==> src/hw/rtl/smcu_pkg.sv <==
package smcu_pkg;

  localparam int TAP_REGS  = 7;
  localparam int TAP_BITS  = 16;
  localparam int COEF_FRAC = 15;
  localparam int HW_BITS   = 2;
  localparam int REG_IDX_BITS = 3;

  // register index of the half-width register; taps lie at 0..TAP_REGS-1
  localparam logic [REG_IDX_BITS-1:0] REG_HALF_WIDTH = 3'd7;
  localparam logic [HW_BITS-1:0]      HALF_WIDTH_RST = 2'd1;

  // what the front decided about one shift
  typedef struct packed {
    logic emit;   // shift produces a result
    logic last;   // result closes the vector
    logic clear;  // clear the delay line after this shift
  } op_ctl_t;

endpackage

==> src/hw/rtl/smcu_front.sv <==
module smcu_front
  import smcu_pkg::*;
#(
  parameter int SAMPLE_BITS = 16
) (
  input  logic                          clk,
  input  logic                          rst,
  input  logic                          in_valid,
  output logic                          in_ready,
  input  logic signed [SAMPLE_BITS-1:0] sample,
  input  logic                          is_last,
  input  logic [HW_BITS-1:0]            half_width,
  input  logic                          q_full,
  output logic                          push,
  output logic signed [SAMPLE_BITS-1:0] push_x,
  output op_ctl_t                       push_ctl
);

  logic [HW_BITS-1:0] seen;
  logic [HW_BITS-1:0] flush_left;
  logic               flushing;
  logic               final_shift;

  assign in_ready = !flushing && !q_full;
  assign push     = flushing ? !q_full : (in_valid && !q_full);
  assign push_x   = flushing ? '0 : sample;

  always_comb begin
    if (flushing) begin
      final_shift = (flush_left == HW_BITS'(1));
    end else begin
      final_shift = is_last && (half_width == '0);
    end
    push_ctl.emit  = (seen >= half_width);
    push_ctl.last  = (seen >= half_width) && final_shift;
    push_ctl.clear = final_shift;
  end

  always_ff @(posedge clk) begin
    if (rst) begin
      seen       <= '0;
      flush_left <= '0;
      flushing   <= 1'b0;
    end else if (push) begin
      if (final_shift) begin
        seen     <= '0;
        flushing <= 1'b0;
      end else begin
        if (seen < half_width) begin
          seen <= seen + HW_BITS'(1);
        end
        if (!flushing && is_last) begin
          flushing   <= 1'b1;
          flush_left <= half_width;
        end else if (flushing) begin
          flush_left <= flush_left - HW_BITS'(1);
        end
      end
    end
  end

endmodule

==> config.mk <==
export PLATFORM = sky130hd
export DESIGN_NAME = smcu_front
export DESIGN_NICKNAME = d
export VERILOG_FILES = /design/src/hw/rtl/smcu_pkg.sv /design/src/hw/rtl/smcu_front.sv
export SDC_FILE = /design/constraint.sdc
export NUM_CORES = 1
export LEC_CHECK = 0
export ABC_CLOCK_PERIOD_IN_PS = 1650
export BUFFER_PORTS_ARGS = -buffer_cell sky130_fd_sc_hd__buf_2
export CORE_MARGIN = 1
export CORE_UTILIZATION = 34
export DETAILED_ROUTE_END_ITERATION = 8
export PLACE_DENSITY = 0.74
export RECOVER_POWER = 50
export SYNTH_ARGS = -nofsm -noshare
export SYNTH_HDL_FRONTEND = slang
export SYNTH_SLANG_ARGS = --single-unit
==> constraint.sdc <==
create_clock -name clk -period 1.65 [get_ports clk]
set_input_delay 0.33 -clock clk [delete_from_list [all_inputs] [get_ports clk]]
set_output_delay 0.33 -clock clk [all_outputs]
set_load 0.005 [all_outputs]
# Word level (Yosys, flattened, before mapping)
# Cells that the tools add are included.
[word_totals] register_bits=5 inputBits=23 output_inout_bits=21 wordCells=32
[op_classes] addsub=2 n_lt_le_gt_ge=2 n_eq_ne=1 mux=9 bitwise=1 reduce_logical=14
[op_table] operator="$mux W16" n=1
[op_table] operator="$mux W2" n=4
[op_table] operator="$reduce_bool A2 Y1" n=3
[op_table] operator="$logic_and A1 B1 Y1" n=5
[op_table] operator="$mux W1" n=4
[op_table] operator="$reduce_and A2 Y1" n=2
[op_table] operator="$reduce_and A3 Y1" n=1
[op_table] operator="$add A2 B1 Y2 const B" n=1
[op_table] operator="$eq A2 B1 Y1 const B" n=1
[op_table] operator="$ge A2 B2 Y1" n=1
[op_table] operator="$logic_not A1 Y1" n=2
[op_table] operator="$logic_not A2 Y1" n=1
[op_table] operator="$lt A2 B2 Y1" n=1
[op_table] operator="$sub A2 B1 Y2 const B" n=1
[op_table] operator="$not A1 Y1" n=1

# Logic depth before layout (Yosys ltp)
# Gate-level depths: netlist (run 1).
[logic_depth] ltp_word=5 ltp_mapped=6 ltp_nobuf=6

# Worst setup path after synthesis (run 1)
# Ideal clock, no wire load.
[synth_timing] path_kind="register -> register" startpoint="reg seen[0]" endpoint="reg seen[1]" setup_ns=0.070 arrival_time_ns=1.488 required_ns=1.580 path_slack_ns=0.092 path_stages_with_launch=7 n_path_buf=0 period_less_slack_ns=1.558 cell_sequence="dfxtp_1 -> inv_1 -> ha_1 -> nand2b_1 -> a221o_4 -> a31o_1 -> a21oi_1"
[synth_via] elab_chain_cells=3 word_cells_on_any_way=6 cone_classes="add/sub (1); order compare (1); mux (2); reduce/logical (2)"
[synth_rtl] element="from (decl)" line="smcu_front.sv:19" text="logic [HW_BITS-1:0] seen;"
[synth_rtl] element="from (signal assigned)" line="smcu_front.sv:50" text="seen <= seen + HW_BITS'(1);"
[synth_rtl] element="$add A2 B1 Y2 / $lt A2 B2 Y1 (equally long branches)" line="smcu_front.sv:50, smcu_front.sv:49"
[synth_rtl] element="$mux W2 / $reduce_bool A2 Y1 (equally long branches)"
[synth_rtl] element="$mux W2 / $reduce_and A2 Y1 (equally long branches)"
# Several ways; a longest one is shown, not always the timed one. The select of a mux whose other input is x is not followed.
# A chain may end at the register's enable or synchronous reset.

==> qor.yml, run 1 <==
clockRootBuffer: "clkbuf_4"
required_ps: 1320
fmax_mhz: 630
slowest_delay_ps: 330
syn2layout_area_growth_pct: 53.3
gp_congestion: 0.752
drive_gt1_frac: 0.522
grt_pass1_wl_mm: 2.27
ys.flop_type: "dfxtp_1"
fp.dieW_um: 42.5
outcome: "finished, final reports clean"
ys_seq_elements: 5
die_y_um: 42.5
synth-seq-area-share: 0.180
rrSetupSlack_ps: 80
setup_tns_ps: 0
cp-start-kind: "register"
postRouteAntennaNets: 0
drc: 0
grt_pass1_vias: 504
synth_cells: 66
avgRoutedWirePerCell_um: 11.2
yosysTopAreaCellShare: 0.180
relSlewSlack: 0.741
dpl.cell_count: 124
dieArea_um2: 1800
row_count: 14
setup_viol: 0
yosys_warnings: 0
core-area_um2: 1520
netlist_top_cells_count: "16 x nor2b_1, 7 x inv_1, 6 x nor2_1"
final_area_um2: 853
period_needed_ps: 1590
cts_sinks: 5
viasPerCell: 4.78
place_hpwl_mm: 1.19
synth_nets: 93
maxSlewViolCount: 0
placed_area_um2: 788
cp_slowest_cell: "dfxtp_2"
final_cells: 129
finalCritPeriodShare: 0.962
clk_pin_slew_ps: 40
hold_violations: 0
synth_area_leaders: "dfxtp_1 18%, nor2b_1 18%, ha_1 9.0%, a2111oi_4 4.9%, inv_1 4.7%"
firstDrtPassIters: 4
worstSetupEndpointType: "primary output"
antenna_found_initial: 0
htree_levels: 1
drt_iter0_drc: 10
cap_violations: 0
synth_edf_count: 0
max_slew.worst_pin.slew_ps: 389
diodes: 0
p_leak_nw: 0.439
cts_buffer_depth: 2
grt_max_degree: 19
crit_fanout: 2
rsz0062_at_grt: "yes"
synthArstFlopShare: 0
ioPinCount: 44
hold_path.class: "input port to register"
syn-cell-area_um2: 557
yosys.area.top_type: "dfxtp_1"
fin_util: 0.560
final_nets: 141
cts_made_buffers: 3
vias: 616
yosysMostFrequentCell: "nor2b_1"
whs_ps: 331
gr-total-overflow: 0
yosysUniqueCellTypes: 25
critPathKind: "register to primary output"
initial_core_util: 0.365
crit_chain: "inv_2 -> ha_4 -> nand2b_4 -> a21oi_4 -> nor2_1 -> buf_2"
fin_skew_ps: 3.68
cp.arrival_ps: 1260
port_buffers: 43
synth_area_per_cell_um2: 8.44
ir_worst_vdd_mv: 0.525
cellPowerDensity_nw_per_um2: 566
routed_wl_mm: 1.45
gr-usage-all-layers: 0.166
cts_tree: "built"
clkLatencyLatePin_ps: 240
## per-stage QoR
step                      setup WS [ps]  total power, mW
after floorplan                    91.9            0.247
after global placement            -24.7            0.321
after detailed placement          -40.2            0.327
after CTS                          33.0            0.487
after global routing              -29.2            0.517
final                              62.3            0.483
## power breakdown
group / internal, mW / switching (mW)
clock: 0.0914 / 0.0506
sequential: 0.130 / 0.00689
combinational: 0.108 / 0.0958
## timing repair
item | 4_1_cts | 5_1_grt
buffers inserted | 1 | 0
hold buffers | 0 | 0
pin swaps | 4 | 4
endpoints found under the setup margin | 3 | 2
resized for setup | 5 | 4
## placed cells by master, fill, tap and decap left out, types with 2 or more instances in the layout
cell type,synthesis,routed
a21oi_1,5,3
buf_2,0,35
dfxtp_1,5,3
mux2i_1,2,2
nor2_1,6,6
inv_1,7,6
buf_4,1,2
a211oi_1,2,2
clkbuf_4,0,3
dfxtp_2,0,2
clkbuf_2,0,3
ha_1,4,3
a21oi_2,1,2
clkbuf_1,2,7
nor2b_1,16,16
## cell type report
| class | instances | area [um2] |
|---|---|---|
| Clock buffer | 4 | 26.3 |
| Tap cell | 16 | 20.0 |
| Sequential cell | 5 | 103 |
| Inverter | 7 | 26.3 |
| Timing Repair Buffer | 47 | 239 |
| Fill cell | 154 | 671 |
| Multi-Input combinational cell | 50 | 439 |
## metal layers
layer | GRT usage | up-vias | routed length [um]
met5 | 0 | - | 0
met4 | 0.0563 | 0 | 11
met3 | 0.0647 | 2 | 62
met1 | 0.211 | 278 | 637
li1 | - | 320 | -
met2 | 0.255 | 16 | 733
## flip-flops by register name, summed over array words and instances (netlist names)
signal      cells
seen            2
flushing        1
flush_left      2
## final timing paths
| check | from | to | cells after the start |
|---|---|---|---|
| worst max-delay path | seen[0] | push_ctl[1] | 6 |
| worst min-delay path | rst | seen[0] | 2 |
| worst max register to register | seen[1] | seen[1] | 5 |
| worst min register to register | flush_left[1] | flush_left[1] | 2 |
## logic make-up (layout without fill, tap and decap cells)
group | Yosys count | after routing | share of synthesized area
flops | 5 | 5 | 0.180
fa+ha+maj | 4 | 4 | 0.0899
compound gates | 15 | 15 | 0.272
mux | 2 | 2 | 0.0360
buf+inv | 11 | 58 | 0.0944
simple gates | 29 | 29 | 0.328
## worst max-delay path, delay by kind of cell (launching register included)
family / cells / cell delay [ps]
adders and majority gates: 1 / 190
DFF: 1 / 330
and+or+nand+nor: 2 / 190
AOI/OAI and AO/OA: 1 / 140
buffers and inverters: 2 / 160
Power figures use the tool's default switching activity.
==> run 2, diff against run 1 <==
ABC_AREA = 1   (was default)
ABC_CLOCK_PERIOD_IN_PS = default   (was 1650)
==> run 2 against run 1 <==
Clock skew up 0.67 ps. Via count up 18%. Hold slack better by 50 ps. Clock power about the same. Final cell count up 26%. Setup slack about the same. Flip-flop and latch count unchanged. Largest power group unchanged.
==> qor.yml, run 2 <==
avgRoutedWirePerCell_um: 8.96
final_cells: 163
largestRegisters: "flush_left (2), seen (2), flushing (1)"
dieArea_um2: 1810
synth-seq-area-share: 0.179
antenna_found_initial: 0
fin_util: 0.554
cts_made_buffers: 3
ioPinCount: 44
rrSetupSlack_ps: 230
hold_end: "flush_left[0]"
setup_tns_ps: 0
layout_commonest_cell: "buf_2"
syn2layout_area_growth_pct: 51.3
yosysMostFrequentCell: "inv_1"
firstDrtPassIters: 4
syn-cell-area_um2: 558
htree_levels: 1
ys.flop_type: "dfxtp_1"
final_nets: 175
p_leak_nw: 0.551
placed_area_um2: 781
fmax_mhz: 630
final_area_um2: 845
gr-usage-all-layers: 0.164
ys_seq_elements: 5
row_count: 14
drive_gt1_frac: 0.442
viasPerCell: 4.47
grt_pass1_vias: 629
r2r-end: "seen[0]"
synth_nets: 126
r2r_start: "seen[1]"
grt_pass1_wl_mm: 2.30
crit_fanout: 2
clk_pin_slew_ps: 50
core-area_um2: 1520
place_hpwl_mm: 1.16
cts_hold_buf: 0
initial_core_util: 0.366
relSlewSlack: 0.775
outcome: "finished, final reports clean"
dpl.cell_count: 156
cts_sinks: 5
port_buffers: 43
worstHoldPathCells: 4
drc: 0
n_fill_cell: 166
clkLatencyLatePin_ps: 240
worstSetupEndpointType: "primary output"
setup_viol: 0
synth_area_per_cell_um2: 5.64
cp-start-kind: "register"
grt_max_degree: 22
yosys_warnings: 0
drt_iter0_drc: 11
r2r_cells: 8
cellPowerDensity_nw_per_um2: 542
yosys.area.top_type: "dfxtp_1"
period_needed_ps: 1590
layout_common_cells: "35 x buf_2, 24 x inv_1, 23 x nor2_1, 16 x nand2_1, 7 x clkbuf_2"
synth_cells: 99
synthArstFlopShare: 0
cp.arrival_ps: 1260
min_from: "rst"
finalCritPeriodShare: 0.962
vias: 728
cts_buffer_depth: 2
ir_worst_vdd_mv: 0.403
postRouteAntennaNets: 0
routed_wl_mm: 1.46
max_slew.worst_pin.slew_ps: 336
hold_violations: 0
cts_tree: "built"
yosysUniqueCellTypes: 20
gp_congestion: 0.829
die_y_um: 42.5
fin_skew_ps: 4.35
fp.dieW_um: 42.5
maxSlewViolCount: 0
worst_slack_ps: 62.0
yosysTopAreaCellShare: 0.179
diodes: 0
pre_cts_ws_ps: 123
clockRootBuffer: "clkbuf_4"
netlist_top_cells_count: "26 x inv_1, 21 x nor2_1, 17 x nand2_1"
required_ps: 1320
cap_violations: 0
synth_edf_count: 0
critPathKind: "register to primary output"
hold_path.class: "input port to register"
gr-total-overflow: 0
synth_area_leaders: "dfxtp_1 18%, inv_1 17%, nor2_1 14%, nand2_1 11%, ha_1 9.0%"
## run 2: cell types whose count changed after synthesis, sizes merged, moves of 3 or more
| cell | previous run | this run |
|---|---|---|
| o21ai | 0 | 3 |
| nor2 | 6 | 25 |
| nand2 | 0 | 20 |
| nand3 | 1 | 6 |
| nor2b | 16 | 0 |
| inv | 7 | 27 |
| a21oi | 6 | 2 |
## run 2: power by group
part           switching (mW)  total [mW]  internal (mW)
clock                  0.0519       0.143         0.0915
combinational          0.0933       0.179         0.0860
sequential            0.00619       0.135          0.129
total                   0.151       0.458          0.306
## run 2: logic make-up (layout without fill, tap and decap cells)
group,Yosys count,after routing,synth area share
adders and majority gates,4,4,0.0897
and+or+nand+nor,54,54,0.453
AOI/OAI and AO/OA,6,6,0.0605
buffers and inverters,30,78,0.217
DFF,5,5,0.179
## run 2: through the flow
stage | hold slack, ps | power (mW)
4_1_cts | 385 | 0.448
3_5_place_dp | 493 | 0.305
6_report | 381 | 0.458
5_1_grt | 412 | 0.499
2_1_floorplan | 458 | 0.230
3_3_place_gp | 479 | 0.300
## run 2: worst max-delay path by stage
stage / startpoint / to / slack [ps]
global route: seen[1] / push_ctl[1] / -10
CTS: flush_left[1] / push_ctl[1] / 10
detailed placement: half_width[1] / push_ctl[1] / 120
finish: seen[1] / push_ctl[1] / 60
global placement: half_width[1] / push_ctl[1] / 170
floorplan: half_width[1] / push_ctl[1] / 370
## run 2: area by class of cell
class | instances | area, um2 | share of cell area
multi-input combinational | 64 | 345 | 0.409
timing repair buffer | 47 | 244 | 0.289
sequential | 5 | 108 | 0.127
inverter | 27 | 101 | 0.120
clock buffer | 4 | 26.3 | 0.0311
tap | 16 | 20.0 | 0.0237
## run 2: worst max-delay path: stages, from the launching register on
cell	delay, ps
dfxtp_4	350
ha_4	260
nand2_1	60
nand2_2	80
inv_2	40
a21oi_2	110
buf_2	110
## run 2: what timing repair did
action,4_1_cts,5_1_grt
setup buffers,0,3
gates resized for setup,0,10
endpoints found under the hold margin,0,0
setup endpoints to repair,0,2
## run 2: layer usage
metal	track usage	vias up	routed length, um
li1	-	384	-
met1	0.188	307	662
met2	0.289	35	672
met3	0.0302	2	104
met4	0.0750	0	22
met5	0	-	0
