`src/hw/rtl/smcu_pkg.sv`:
```
package smcu_pkg;

  localparam int TAP_REGS  = 7;
  localparam int TAP_BITS  = 16;
  localparam int COEF_FRAC = 15;
  localparam int HW_BITS   = 2;
  localparam int REG_IDX_BITS = 3;

  // register index of the half-width register; taps lie at 0..TAP_REGS-1
  localparam logic [REG_IDX_BITS-1:0] REG_HALF_WIDTH = 3'd7;
  localparam logic [HW_BITS-1:0]      HALF_WIDTH_RST = 2'd1;

  // what the front decided about one shift
  typedef struct packed {
    logic emit;   // shift produces a result
    logic last;   // result closes the vector
    logic clear;  // clear the delay line after this shift
  } op_ctl_t;

endpackage

```
`src/hw/rtl/smcu_queue.sv`:
```
module smcu_queue
  import smcu_pkg::*;
#(
  parameter int SAMPLE_BITS = 16,
  parameter int DEPTH       = 4
) (
  input  logic                          clk,
  input  logic                          rst,
  input  logic                          push,
  input  logic signed [SAMPLE_BITS-1:0] push_x,
  input  op_ctl_t                       push_ctl,
  output logic                          full,
  input  logic                          pop,
  output logic                          pop_valid,
  output logic signed [SAMPLE_BITS-1:0] pop_x,
  output op_ctl_t                       pop_ctl
);

  localparam int PTR_W = (DEPTH > 1) ? $clog2(DEPTH) : 1;
  localparam int CNT_W = $clog2(DEPTH + 1);

  logic signed [SAMPLE_BITS-1:0] x_q [DEPTH];
  op_ctl_t                       ctl_q [DEPTH];
  logic [PTR_W-1:0]              wr_ptr;
  logic [PTR_W-1:0]              rd_ptr;
  logic [CNT_W-1:0]              count;
  logic                          do_pop;

  assign full      = (count == CNT_W'(DEPTH));
  assign pop_valid = (count != '0);
  assign pop_x     = x_q[rd_ptr];
  assign pop_ctl   = ctl_q[rd_ptr];
  assign do_pop    = pop && pop_valid;

  always_ff @(posedge clk) begin
    if (push) begin
      x_q[wr_ptr]   <= push_x;
      ctl_q[wr_ptr] <= push_ctl;
    end
  end

  always_ff @(posedge clk) begin
    if (rst) begin
      wr_ptr <= '0;
      rd_ptr <= '0;
      count  <= '0;
    end else begin
      if (push) begin
        wr_ptr <= (wr_ptr == PTR_W'(DEPTH - 1)) ? '0 : wr_ptr + PTR_W'(1);
      end
      if (do_pop) begin
        rd_ptr <= (rd_ptr == PTR_W'(DEPTH - 1)) ? '0 : rd_ptr + PTR_W'(1);
      end
      if (push && !do_pop) begin
        count <= count + CNT_W'(1);
      end else if (!push && do_pop) begin
        count <= count - CNT_W'(1);
      end
    end
  end

endmodule

```
`config.mk`:
```
export PLATFORM = sky130hd
export DESIGN_NAME = smcu_queue
export DESIGN_NICKNAME = d
export VERILOG_FILES = /design/src/hw/rtl/smcu_pkg.sv /design/src/hw/rtl/smcu_queue.sv
export SDC_FILE = /design/constraint.sdc
export NUM_CORES = 1
export LEC_CHECK = 0
export ABC_AREA = 1
export ABC_CLOCK_PERIOD_IN_PS = 2000
export BUFFER_PORTS_ARGS = -buffer_cell sky130_fd_sc_hd__buf_2
export CAP_MARGIN = 5
export CORE_ASPECT_RATIO = 1.75
export CORE_UTILIZATION = 55
export CTS_CLUSTER_DIAMETER = 30
export DETAILED_ROUTE_END_ITERATION = 7
export GPL_TIMING_DRIVEN = 0
export PLACE_DENSITY = 0.77
export SYNTH_ARGS = -nofsm -noshare
export SYNTH_HDL_FRONTEND = slang
export SYNTH_SLANG_ARGS = --single-unit
```
`constraint.sdc`:
```
create_clock -name clk -period 2 [get_ports clk]
set_input_delay 0.4 -clock clk [delete_from_list [all_inputs] [get_ports clk]]
set_output_delay 0.4 -clock clk [all_outputs]
set_load 0.01 [all_outputs]
```
## After elaboration in Yosys (flattened, before gate mapping)

Memories as Yosys holds them, arrays and structs flattened. A register that Yosys moved wholly into a read port is not among the register bits.
Cells that the tools add are included.

- Register bits after elaboration: 7
- Bits in latches: 0
- Bits in writable memories: 76
- Bits in read-only memories: 0
- Input port bits: 23
- Output and inout port bits: 21
- Word-level logic and storage cells: 29
- Memories kept: 2

- $add $sub $neg: 4
- Multipliers: 0
- Div/mod/pow operators: 0
- Order comparisons: 0
- Equality and inequality tests: 3
- Shifts and indexed selects: 0
- Multiplexer cells: 10
- Bitwise gates (word level): 0
- Reduce and logical (&&, ||, !) cells: 7

Memories:

| memory | words | width | read ports | clocked after memory_dff | write ports | RTL line | RTL |
|---|---|---|---|---|---|---|---|
| x_q | 4 | 16 | 1 | 1 | 1 | smcu_queue.sv:22 | `logic signed [SAMPLE_BITS-1:0] x_q [DEPTH];` |
| ctl_q | 4 | 3 | 1 | 1 | 1 | smcu_queue.sv:23 | `op_ctl_t ctl_q [DEPTH];` |

Operators with widths:

| operator | number |
|---|---|
| 2-bit two-way mux | 6 |
| 3-bit two-way mux | 2 |
| 2-bit by 1-bit adder with 2-bit output (second input constant) | 2 |
| 2-bit == test (second input constant) | 2 |
| 3-bit by 1-bit adder with 3-bit output (second input constant) | 1 |
| 3-bit == test (second input constant) | 1 |
| 1-bit logical AND | 3 |
| 3-bit nonzero test | 1 |
| 3-bit by 1-bit subtractor with 3-bit output (second input constant) | 1 |
| 1-bit zero test | 2 |
| 1-bit two-way mux | 2 |
| 2-bit nonzero test | 1 |

## Longest topological paths before layout

Gate-level depths: netlist of run 1.

- Word-level depth: 5
- Mapped depth: 12
- Gate-level depth less buffers: 12

## Worst setup path after synthesis of run 1

No wires, ideal clock.

- Path type: register to register
- From: register count[0]
- To: register count[1]
- Library setup time: 0.116 ns
- Arrival time: 1.539 ns
- Data required time: 1.884 ns
- Path slack: 0.345 ns
- Stages on the path, launching flop included: 9
- Path buffers: 0
- Period minus slack after synthesis: 1.655 ns
- Cell sequence: dfxtp_1 > nor2_1 > nand2_1 > nand2_1 > ha_1 > inv_1 > fa_1 > o21ai_0 > nor2_1

- Word-level cells in the longest chain between the ends: 5
- Elaborated cells on any way between the ends: 10
- Those cells by class: add/sub (2); mux (2); reduce/logical (6)

Ends and longest elaborated chain:

| item | RTL line | RTL |
|---|---|---|
| start: declaration | smcu_queue.sv:26 | `logic [CNT_W-1:0] count;` |
| start signal: assignment | smcu_queue.sv:55 | `count <= count + CNT_W'(1);` |
| start signal: assignment | smcu_queue.sv:57 | `count <= count - CNT_W'(1);` |
| 3-bit nonzero test * | smcu_queue.sv:30 | `assign pop_valid = (count != '0);` |
| via pop_valid | smcu_queue.sv:14 | `output logic pop_valid,` |
| 1-bit logical AND * | smcu_queue.sv:33 | `assign do_pop = pop && pop_valid;` |
| 1-bit zero test | smcu_queue.sv:54 | `if (push && !do_pop) begin` |
| 1-bit logical AND | smcu_queue.sv:54 |  |
| 3-bit two-way mux / 2-bit nonzero test (equally long branches) | -- |  |

Mark *: on every way through the listed nets, which the timed path passes. The rest lies on a longest branch. The select of a mux whose other input is x is not followed.
A chain may end at the register's enable or synchronous reset.

==> results of run 1 <==
registers in the layout, summed over array words and instances (netlist names), named ones only:
signal  flops
x_q        64
wr_ptr      2
count       3
ctl_q      12
rd_ptr      2
final timing paths:
path,from,end,slack (ns)
worst max-delay path,flip-flop,pop_x[11],0.10
worst max register to register,count[0]$_SDFFE_PP0P_,count[2]$_SDFFE_PP0P_,0.22
worst min-delay path,rst,count[0]$_SDFFE_PP0P_,0.24
worst min register to register,rd_ptr[1]$_SDFFE_PP0P_,rd_ptr[1]$_SDFFE_PP0P_,0.53
synthesized netlist by cell type:
| library cell | instances | share of area, % |
|---|---|---|
| buf_8 | 1 | 0.45 |
| o21ai_0 | 38 | 5.7 |
| a21oi_1 | 3 | 0.45 |
| buf_4 | 2 | 0.45 |
| nor3_1 | 2 | 0.30 |
| fa_1 | 1 | 0.60 |
| nand2_1 | 13 | 1.5 |
| clkbuf_2 | 1 | 0.15 |
| xor2_1 | 1 | 0.26 |
| ha_1 | 6 | 2.3 |
| inv_2 | 2 | 0.23 |
| nor2_2 | 3 | 0.56 |
| buf_6 | 5 | 1.7 |
| inv_1 | 14 | 1.6 |
| nor2_1 | 45 | 5.1 |
| dfxtp_1 | 9 | 5.4 |
| clkbuf_1 | 1 | 0.11 |
| o22ai_1 | 19 | 3.6 |
| nand3_1 | 1 | 0.15 |
| nand3b_1 | 1 | 0.23 |
| o21ai_2 | 2 | 0.53 |
| nand4_1 | 1 | 0.19 |
| buf_2 | 1 | 0.15 |
| edfxtp_1 | 76 | 68 |
stage by stage:
step	utilization [%]	setup TNS, ns
5_1_grt	65.6	-0.000966
2_1_floorplan	-	0
3_3_place_gp	62.0	0
4_1_cts	65.4	0
6_report	65.6	0
3_5_place_dp	62.0	0
cells by family after synthesis:
kind of cell | Yosys count
adder cells (fa/ha/maj) | 7
AO/OA/AOI/OAI | 62
AND/OR/NAND/NOR | 66
buffers and inverters | 27
flip-flops | 85
XOR/XNOR | 1
per-layer routing:
| metal | vias to the layer above | global-route usage (%) |
|---|---|---|
| li1 | 1003 | - |
| met1 | 964 | 20.6 |
| met2 | 61 | 37.7 |
| met3 | 4 | 5.32 |
| met4 | 0 | 8.44 |
| met5 | - | 0 |
where the power goes:
part           switching (mW)  total, mW  internal (mW)  leakage (nW)
combinational           0.856       1.41          0.555         0.590
sequential             0.0712       2.13           2.06         0.773
clock                   0.584       1.16          0.580        0.0935
total                    1.51       4.71           3.20          1.46
layout make-up:
type / count / area (sq um) / area share, %
plain buffers: 11 / 110 / 2.86
flip-flops and latches: 85 / 2460 / 63.9
clock inverters: 7 / 75.1 / 1.95
well taps: 78 / 97.6 / 2.53
inverters: 16 / 60.1 / 1.56
clock buffers: 9 / 124 / 3.21
multi-input cells: 136 / 711 / 18.4
repair buffers: 43 / 215 / 5.58
worst max-delay path: stages, from the launching register on:
cell	delay (ns)
dfxtp_1	0.34
inv_2	0.16
buf_4	0.21
o21ai_0	0.12
o22ai_1	0.16
buf_2	0.16
==> results.toml, run 1 <==
[pwr]
worst_ir_drop_vdd_uv = 718
p_total_mw = 4.71
powerDensity_nw_per_um2 = 1220
p_leak_nw = 1.46

[placed_design]
post_dp_cell_area_sq_um = 3650
dp_hpwl_microns = 3900
post-place-ws_ns = 0.228
gp_congestion = 0.761
io_buffers = 43
dp_cells = 369

[clock_network]
root_buffer = "clkbuf_8"
cts.clk_slew.worst_paths_ns = 0.08
cts_buffers = 9
postCtsResizedCells = 1
cts_tree = "yes"
holdBufCountCts = 0
htreeDepth = 3
cts_sinks = 85
insertion_delay_ns = 0.34
cts_setup_buffers = 0
clockBufferDepth = 2

[finish]
n_antenna_cell = 0
final_cell_mix = "edfxtp_1, nor2_1, buf_2, o21ai_0, o22ai_1"
area_growth_pct = 15.7
nets = 332
layout_commonest_cell = "edfxtp_1"
drive_above_1_share_pct = 24.8
stdcell_count = 385
stdcell_area_sq_um = 3850
fillers = 449

[synth]
syn_area_per_cell_sq_um = 13.4
synth_compound_area_share_pct = 10.2
synth_top_family_by_area = "compound AO/OA/AOI/OAI gates"
synthMuxAreaShare_pct = 0
synth-seq-cells = 85
yosysSeqAreaShare_pct = 73.9
yosysUniqueCellTypes = 24
synth_cells = 248
syn-cell-area_sq_um = 3330
yosysWarnings = 0
synthSimpleGateAreaFrac_pct = 7.96
syn-num-nets = 278
synth-adder-area-share_pct = 2.85
synth-xor-area-share_pct = 0.263

[worst_setup_path]
reg2regPathDepth = 12
cp-end-kind = "output pin"
cp.required_ns = 1.60
arrival_ns = 1.50
critical_path_class = "flip-flop to output pin"
worstPathMaxFanout = 10
critPathLaunchType = "flip-flop"

[drt]
ant_nets = 0
drt_wl_total_microns = 6060
drtIter0Drc = 116
top_layer_used = "met4"
wl_met2_microns = 3540
drc_errors = 0
drt_pass1_iterations = 4
wl_met3_microns = 241
vias = 2032
detail_route.wl_per_cell_microns = 15.7
drt-met1-wl_microns = 2210
viasPerCell = 5.28

[floorplanning]
start_util_pct = 56.7
die_w_microns = 60.8
rows = 37
dieArea_sq_um = 6390
core_area_sq_um = 5880
dieHeight_microns = 105
ios = 44

[global_route]
grt_max_degree = 20
grt_pass1_wl_microns = 9070
grt_use_total_pct = 20.5
gr-total-overflow = 0
antenna_found_initial = 0
grt_pass1_vias = 2047

[outcome]
outcome = "finished clean"

[sta]
worst_slack_ns = 0.101
min_period_ns = 1.90
fin_skew_ns = 0.00616
slew_headroom_pct = 42.4
max_freq_ghz = 0.527
finalSetupViolCount = 0
worst_slew_pin_slew_ns = 0.864
final_max_slew_viol_count = 0
holdWs_ns = 0.238
hold_viol_final = 0
final.period_utilization_pct = 95.0

[flow_run]
maxCapViolCount = 0

[min_path]
hold_class = "primary input to flip-flop"
min_path_cells = 2
No activity file was read; power rests on OpenSTA's default activity.
==> inputs of run 2 (changes only) <==
- CORE_UTILIZATION: 55 -> 40
- CTS_BUF_LIST: unset -> sky130_fd_sc_hd__clkbuf_4 sky130_fd_sc_hd__clkbuf_8
- PLACE_DENSITY: 0.77 -> unset
==> results.toml, run 2 (synthesis results as in run 1) <==
[global_route]
grt_max_degree = 20
grt_use_total_pct = 16.4
grt_pass1_wl_microns = 10100
gr-total-overflow = 0
grt_pass1_vias = 2075
antenna_found_initial = 0

[min_path]
min_path_cells = 2
hold_class = "primary input to flip-flop"
holdPathEnd = "wr_ptr[0]$_SDFFE_PP0P_"
hold_start = "rst"

[finish]
regMostFlops = "x_q"
area_growth_pct = 15.7
top_regs = "x_q x64, ctl_q x12, count x3"
largest_reg_flops = 64
nets = 332
n_antenna_cell = 0
fillers = 702
final_cell_mix = "edfxtp_1, nor2_1, buf_2, o21ai_0, o22ai_1"
layout_commonest_cell = "edfxtp_1"
drive_above_1_share_pct = 25.1

[floorplanning]
dieHeight_microns = 123
ios = 44
die_w_microns = 71.0
dieArea_sq_um = 8720
start_util_pct = 41.6
core_area_sq_um = 8020
rows = 43

[placed_design]
io_buffers = 43
dp_hpwl_microns = 4310
gp_congestion = 0.713

[pwr]
powerDensity_nw_per_um2 = 1210
p_leak_nw = 1.47
p_total_mw = 4.68
worst_ir_drop_vdd_uv = 583

[drt]
drtIter0Drc = 130
vias = 2040
drc_errors = 4
viasPerCell = 5.14
top_layer_used = "met4"
wl_met2_microns = 3590
ant_nets = 0
drt_wl_total_microns = 6650
wl_met3_microns = 279
detail_route.wl_per_cell_microns = 16.7
drt_pass1_iterations = 6
drt-met1-wl_microns = 2580

[worst_setup_path]
cp.required_ns = 1.60
critPathLaunchType = "flip-flop"
max_stage_delay_ns = 0.39
reg2regPathDepth = 12
critical_path_class = "flip-flop to output pin"
r2r_end = "count[2]$_SDFFE_PP0P_"
critPathTopFamily = "buffers and inverters"
worstPathMaxFanout = 10
crit_chain = "buf_6 > buf_4 > nor2_1 > o22ai_1 > buf_2"
timing.rr.start = "count[0]$_SDFFE_PP0P_"
arrival_ns = 1.49
cp-end-kind = "output pin"
rrSetupSlack_ns = 0.26
critPathBufInv = 3
cp_slowest_cell = "dfxtp_1"

[clock_network]
clockBufferDepth = 2
cts_setup_buffers = 0
htreeDepth = 3
cts.clk_slew.worst_paths_ns = 0.07
cts_buffers = 9
insertion_delay_ns = 0.35
cts_sinks = 85
root_buffer = "clkbuf_8"
cts_tree = "yes"

[sta]
min_period_ns = 1.89
finalSetupViolCount = 0
max_freq_ghz = 0.530
worst_slew_pin_slew_ns = 0.929
setup_tns_ns = 0
hold_viol_final = 0
final.period_utilization_pct = 94.4
slew_headroom_pct = 38.0
final_max_slew_viol_count = 0
rsz0062_at_grt = "false"
fin_skew_ns = 0.00464

[outcome]
outcome = "finished with violations"
failed_checks = "design-rule violations"

[flow_run]
maxCapViolCount = 0
run 2: cell count changes in the layout (fill, tap and decap cells not counted), sizes merged:
cell | previous run | this run
buf | 52 | 51
inv | 17 | 16
clkinv | 3 | 1
bufinv | 1 | 0
clkbuf | 11 | 18
clkinvlp | 2 | 0
run 2: how the worst max path moves through the flow:
stage                                 end  slack, ns             startpoint  cells past startpoint
floorplan           count[1]$_SDFFE_PP0P_       0.35  count[0]$_SDFFE_PP0P_                      8
global placement    count[1]$_SDFFE_PP0P_       0.29  count[0]$_SDFFE_PP0P_                      8
detailed placement  count[2]$_SDFFE_PP0P_       0.26  count[0]$_SDFFE_PP0P_                     12
CTS                             pop_x[12]       0.01              flip-flop                      5
global route                     pop_x[6]      0.003              flip-flop                      5
finish                           pop_x[8]       0.11              flip-flop                      5
run 2: timing repair:
action | CTS | global route
cloned | 0 | 0
pin swaps | 0 | 0
hold buffers | 0 | 0
resized for setup | 1 | 1
setup endpoints to repair | 4 | 3
run 2: metrics by stage:
step	util [%]	area (sq um)	std cells	hold WS [ns]	worst slack, ns
final	48.1	3860	397	0.222	0.113
after CTS	48.1	3850	397	0.211	0.0119
after global placement	45.7	3660	381	0.522	0.291
after global routing	48.1	3860	397	0.225	0.00271
after detailed placement	45.7	3660	381	0.534	0.258
after floorplan	-	3330	248	0.472	0.345
run 2: cell type report:
cell class / count / area, sq um / area share (%)
inverters: 16 / 60.1 / 1.56
clock buffers: 15 / 188 / 4.87
flip-flops and latches: 85 / 2460 / 63.8
repair buffers: 43 / 215 / 5.58
multi-input cells: 136 / 711 / 18.4
clock inverters: 1 / 5.00 / 0.130
well taps: 90 / 113 / 2.92
plain buffers: 11 / 104 / 2.69
run 2: where the power goes:
part           total (mW)  internal, mW  switching, mW
clock network        1.14         0.594          0.544
registers            2.13          2.06         0.0685
logic                1.41         0.548          0.865
run 2: layer usage:
| layer | vias up | track usage [%] |
|---|---|---|
| li1 | 999 | - |
| met1 | 980 | 15.4 |
| met2 | 45 | 30.9 |
| met3 | 16 | 3.86 |
| met4 | 0 | 10.9 |
| met5 | - | 0 |
==> inputs of run 3 (changes only) <==
- PLACE_DENSITY: unset -> 0.68
- REMOVE_ABC_BUFFERS: unset -> 1
- SLEW_MARGIN: unset -> 5
==> results.toml, run 3 (synthesis results as in run 1) <==
[pwr]
seqPwrFrac_pct = 47.1
powerDensity_nw_per_um2 = 1220
switching_share_pct = 32.6
p_sw_mw = 1.53
p_leak_nw = 1.43
combPwrFrac_pct = 27.3
p_clk_share_pct = 25.6
p_int_mw = 3.15
worst_ir_drop_vdd_uv = 609

[sta]
holdWs_ns = 0.239
max_freq_ghz = 0.521
rsz0062_at_grt = "false"
hold_viol_final = 0
final.period_utilization_pct = 95.9
min_period_ns = 1.92
finalSetupViolCount = 0
fin_skew_ns = 0.0111
worst_slew_pin_slew_ns = 0.887
slew_headroom_pct = 40.8
final_max_slew_viol_count = 0

[worst_setup_path]
cp.required_ns = 1.60
worstPathMaxFanout = 20
critPathLaunchType = "flip-flop"
arrival_ns = 1.52
cp-end-kind = "output pin"
critical_path_class = "flip-flop to output pin"

[placed_design]
post_dp_cell_area_sq_um = 3560
io_buffers = 43
dp_hpwl_microns = 3550
gp_congestion = 0.753

[clock_network]
insertion_delay_ns = 0.35
cts.clk_slew.worst_paths_ns = 0.08
cts_tree = "yes"
cts_sinks = 85
holdBufCountCts = 0
cts_buffers = 9
clockBufferDepth = 2
root_buffer = "clkbuf_8"
htreeDepth = 3

[global_route]
antenna_found_initial = 0
grt_pass1_vias = 1980
grt_pass1_wl_microns = 9430
grt_use_total_pct = 15.1
grt_max_degree = 39
gr-total-overflow = 0

[finish]
drive_above_1_share_pct = 24.0
regMostFlops = "x_q"
top_regs = "x_q x64, ctl_q x12, count x3"
area_growth_pct = 14.6
stdcell_area_sq_um = 3820
layout_commonest_cell = "edfxtp_1"
n_antenna_cell = 0
largest_reg_flops = 64
final_cell_mix = "edfxtp_1, nor2_1, buf_2, o21ai_0, o22ai_1"
nets = 325

[min_path]
hold_class = "primary input to flip-flop"

[drt]
drt_pass1_iterations = 8
detail_route.wl_per_cell_microns = 15.9
drc_errors = 2
drt_wl_total_microns = 6200
ant_nets = 0
vias = 2010
drtIter0Drc = 120
viasPerCell = 5.15

[floorplanning]
rows = 43
core_area_sq_um = 8020
dieArea_sq_um = 8720
ios = 44
dieHeight_microns = 123
die_w_microns = 71.0
start_util_pct = 41.6

[outcome]
outcome = "finished with violations"
failed_checks = "design-rule violations"

[flow_run]
maxCapViolCount = 0
[run 3: power groups by stage]
| stage | clock, mW | combinational, mW | sequential [mW] |
|---|---|---|---|
| after CTS | 1.22 | 1.22 | 2.24 |
| after floorplan | 0 | 0.712 | 2.21 |
| after global routing | 1.28 | 1.42 | 2.22 |
| after global placement | 0 | 1.10 | 2.28 |
| after detailed placement | 0 | 1.14 | 2.28 |
| final | 1.20 | 1.28 | 2.20 |
[run 3: critical path, cell delays in order (launching register included)]
cell and delay [ns]:
dfxtp_4 0.44, inv_6 0.17, o21ai_0 0.12, o22ai_1 0.24, buf_2 0.19
[run 3: cell type report]
cell class                 instances  area (sq um)
sequential                        85          2470
clock buffer                      10           131
inverter                          16          72.6
clock inverter                     6          71.3
tap                               90           113
multi-input combinational        136           711
timing repair buffer              47           253
fill                             708          4200
[run 3: path summary, 6_finish.rpt]
| path | startpoint | to | depth (start not counted) | slack, ns |
|---|---|---|---|---|
| max | flip-flop | pop_x[4] | 4 | 0.08 |
| min | rst | wr_ptr[0]$_SDFFE_PP0P_ | 2 | 0.24 |
| max reg2reg | count[0]$_SDFFE_PP0P_ | count[2]$_SDFFE_PP0P_ | 12 | 0.24 |
| min reg2reg | count[2]$_SDFFE_PP0P_ | count[2]$_SDFFE_PP0P_ | 3 | 0.54 |
[run 3: repair_timing]
| action | in CTS | in global routing |
|---|---|---|
| endpoints found under the hold margin | 0 | 0 |
| gates resized for setup | 9 | 0 |
| buffers inserted | 1 | 3 |
| setup endpoints to repair | 19 | 9 |
[run 3: stage by stage]
| step | setup TNS (ns) | util, % | total power [mW] | setup slack [ns] | cells |
|---|---|---|---|---|---|
| 2_1_floorplan | 0 | - | 2.93 | 0.0172 | 237 |
| 3_3_place_gp | -15.90 | 44.4 | 3.38 | -0.868 | 370 |
| 5_1_grt | 0 | 47.7 | 4.92 | 0.0201 | 390 |
| 6_report | 0 | 47.7 | 4.68 | 0.0818 | 390 |
| 3_5_place_dp | -15.82 | 44.4 | 3.42 | -0.890 | 370 |
| 4_1_cts | 0 | 47.4 | 4.68 | 0.0216 | 387 |
[run 3: layer usage]
metal  global-route usage (%)  wire length (microns)  share of wire [%]
met1                     15.2                   2360                 38
met2                     25.3                   3200                 52
met3                     4.84                    327                5.3
met4                     12.3                    318                5.1
met5                        0                      0                  0
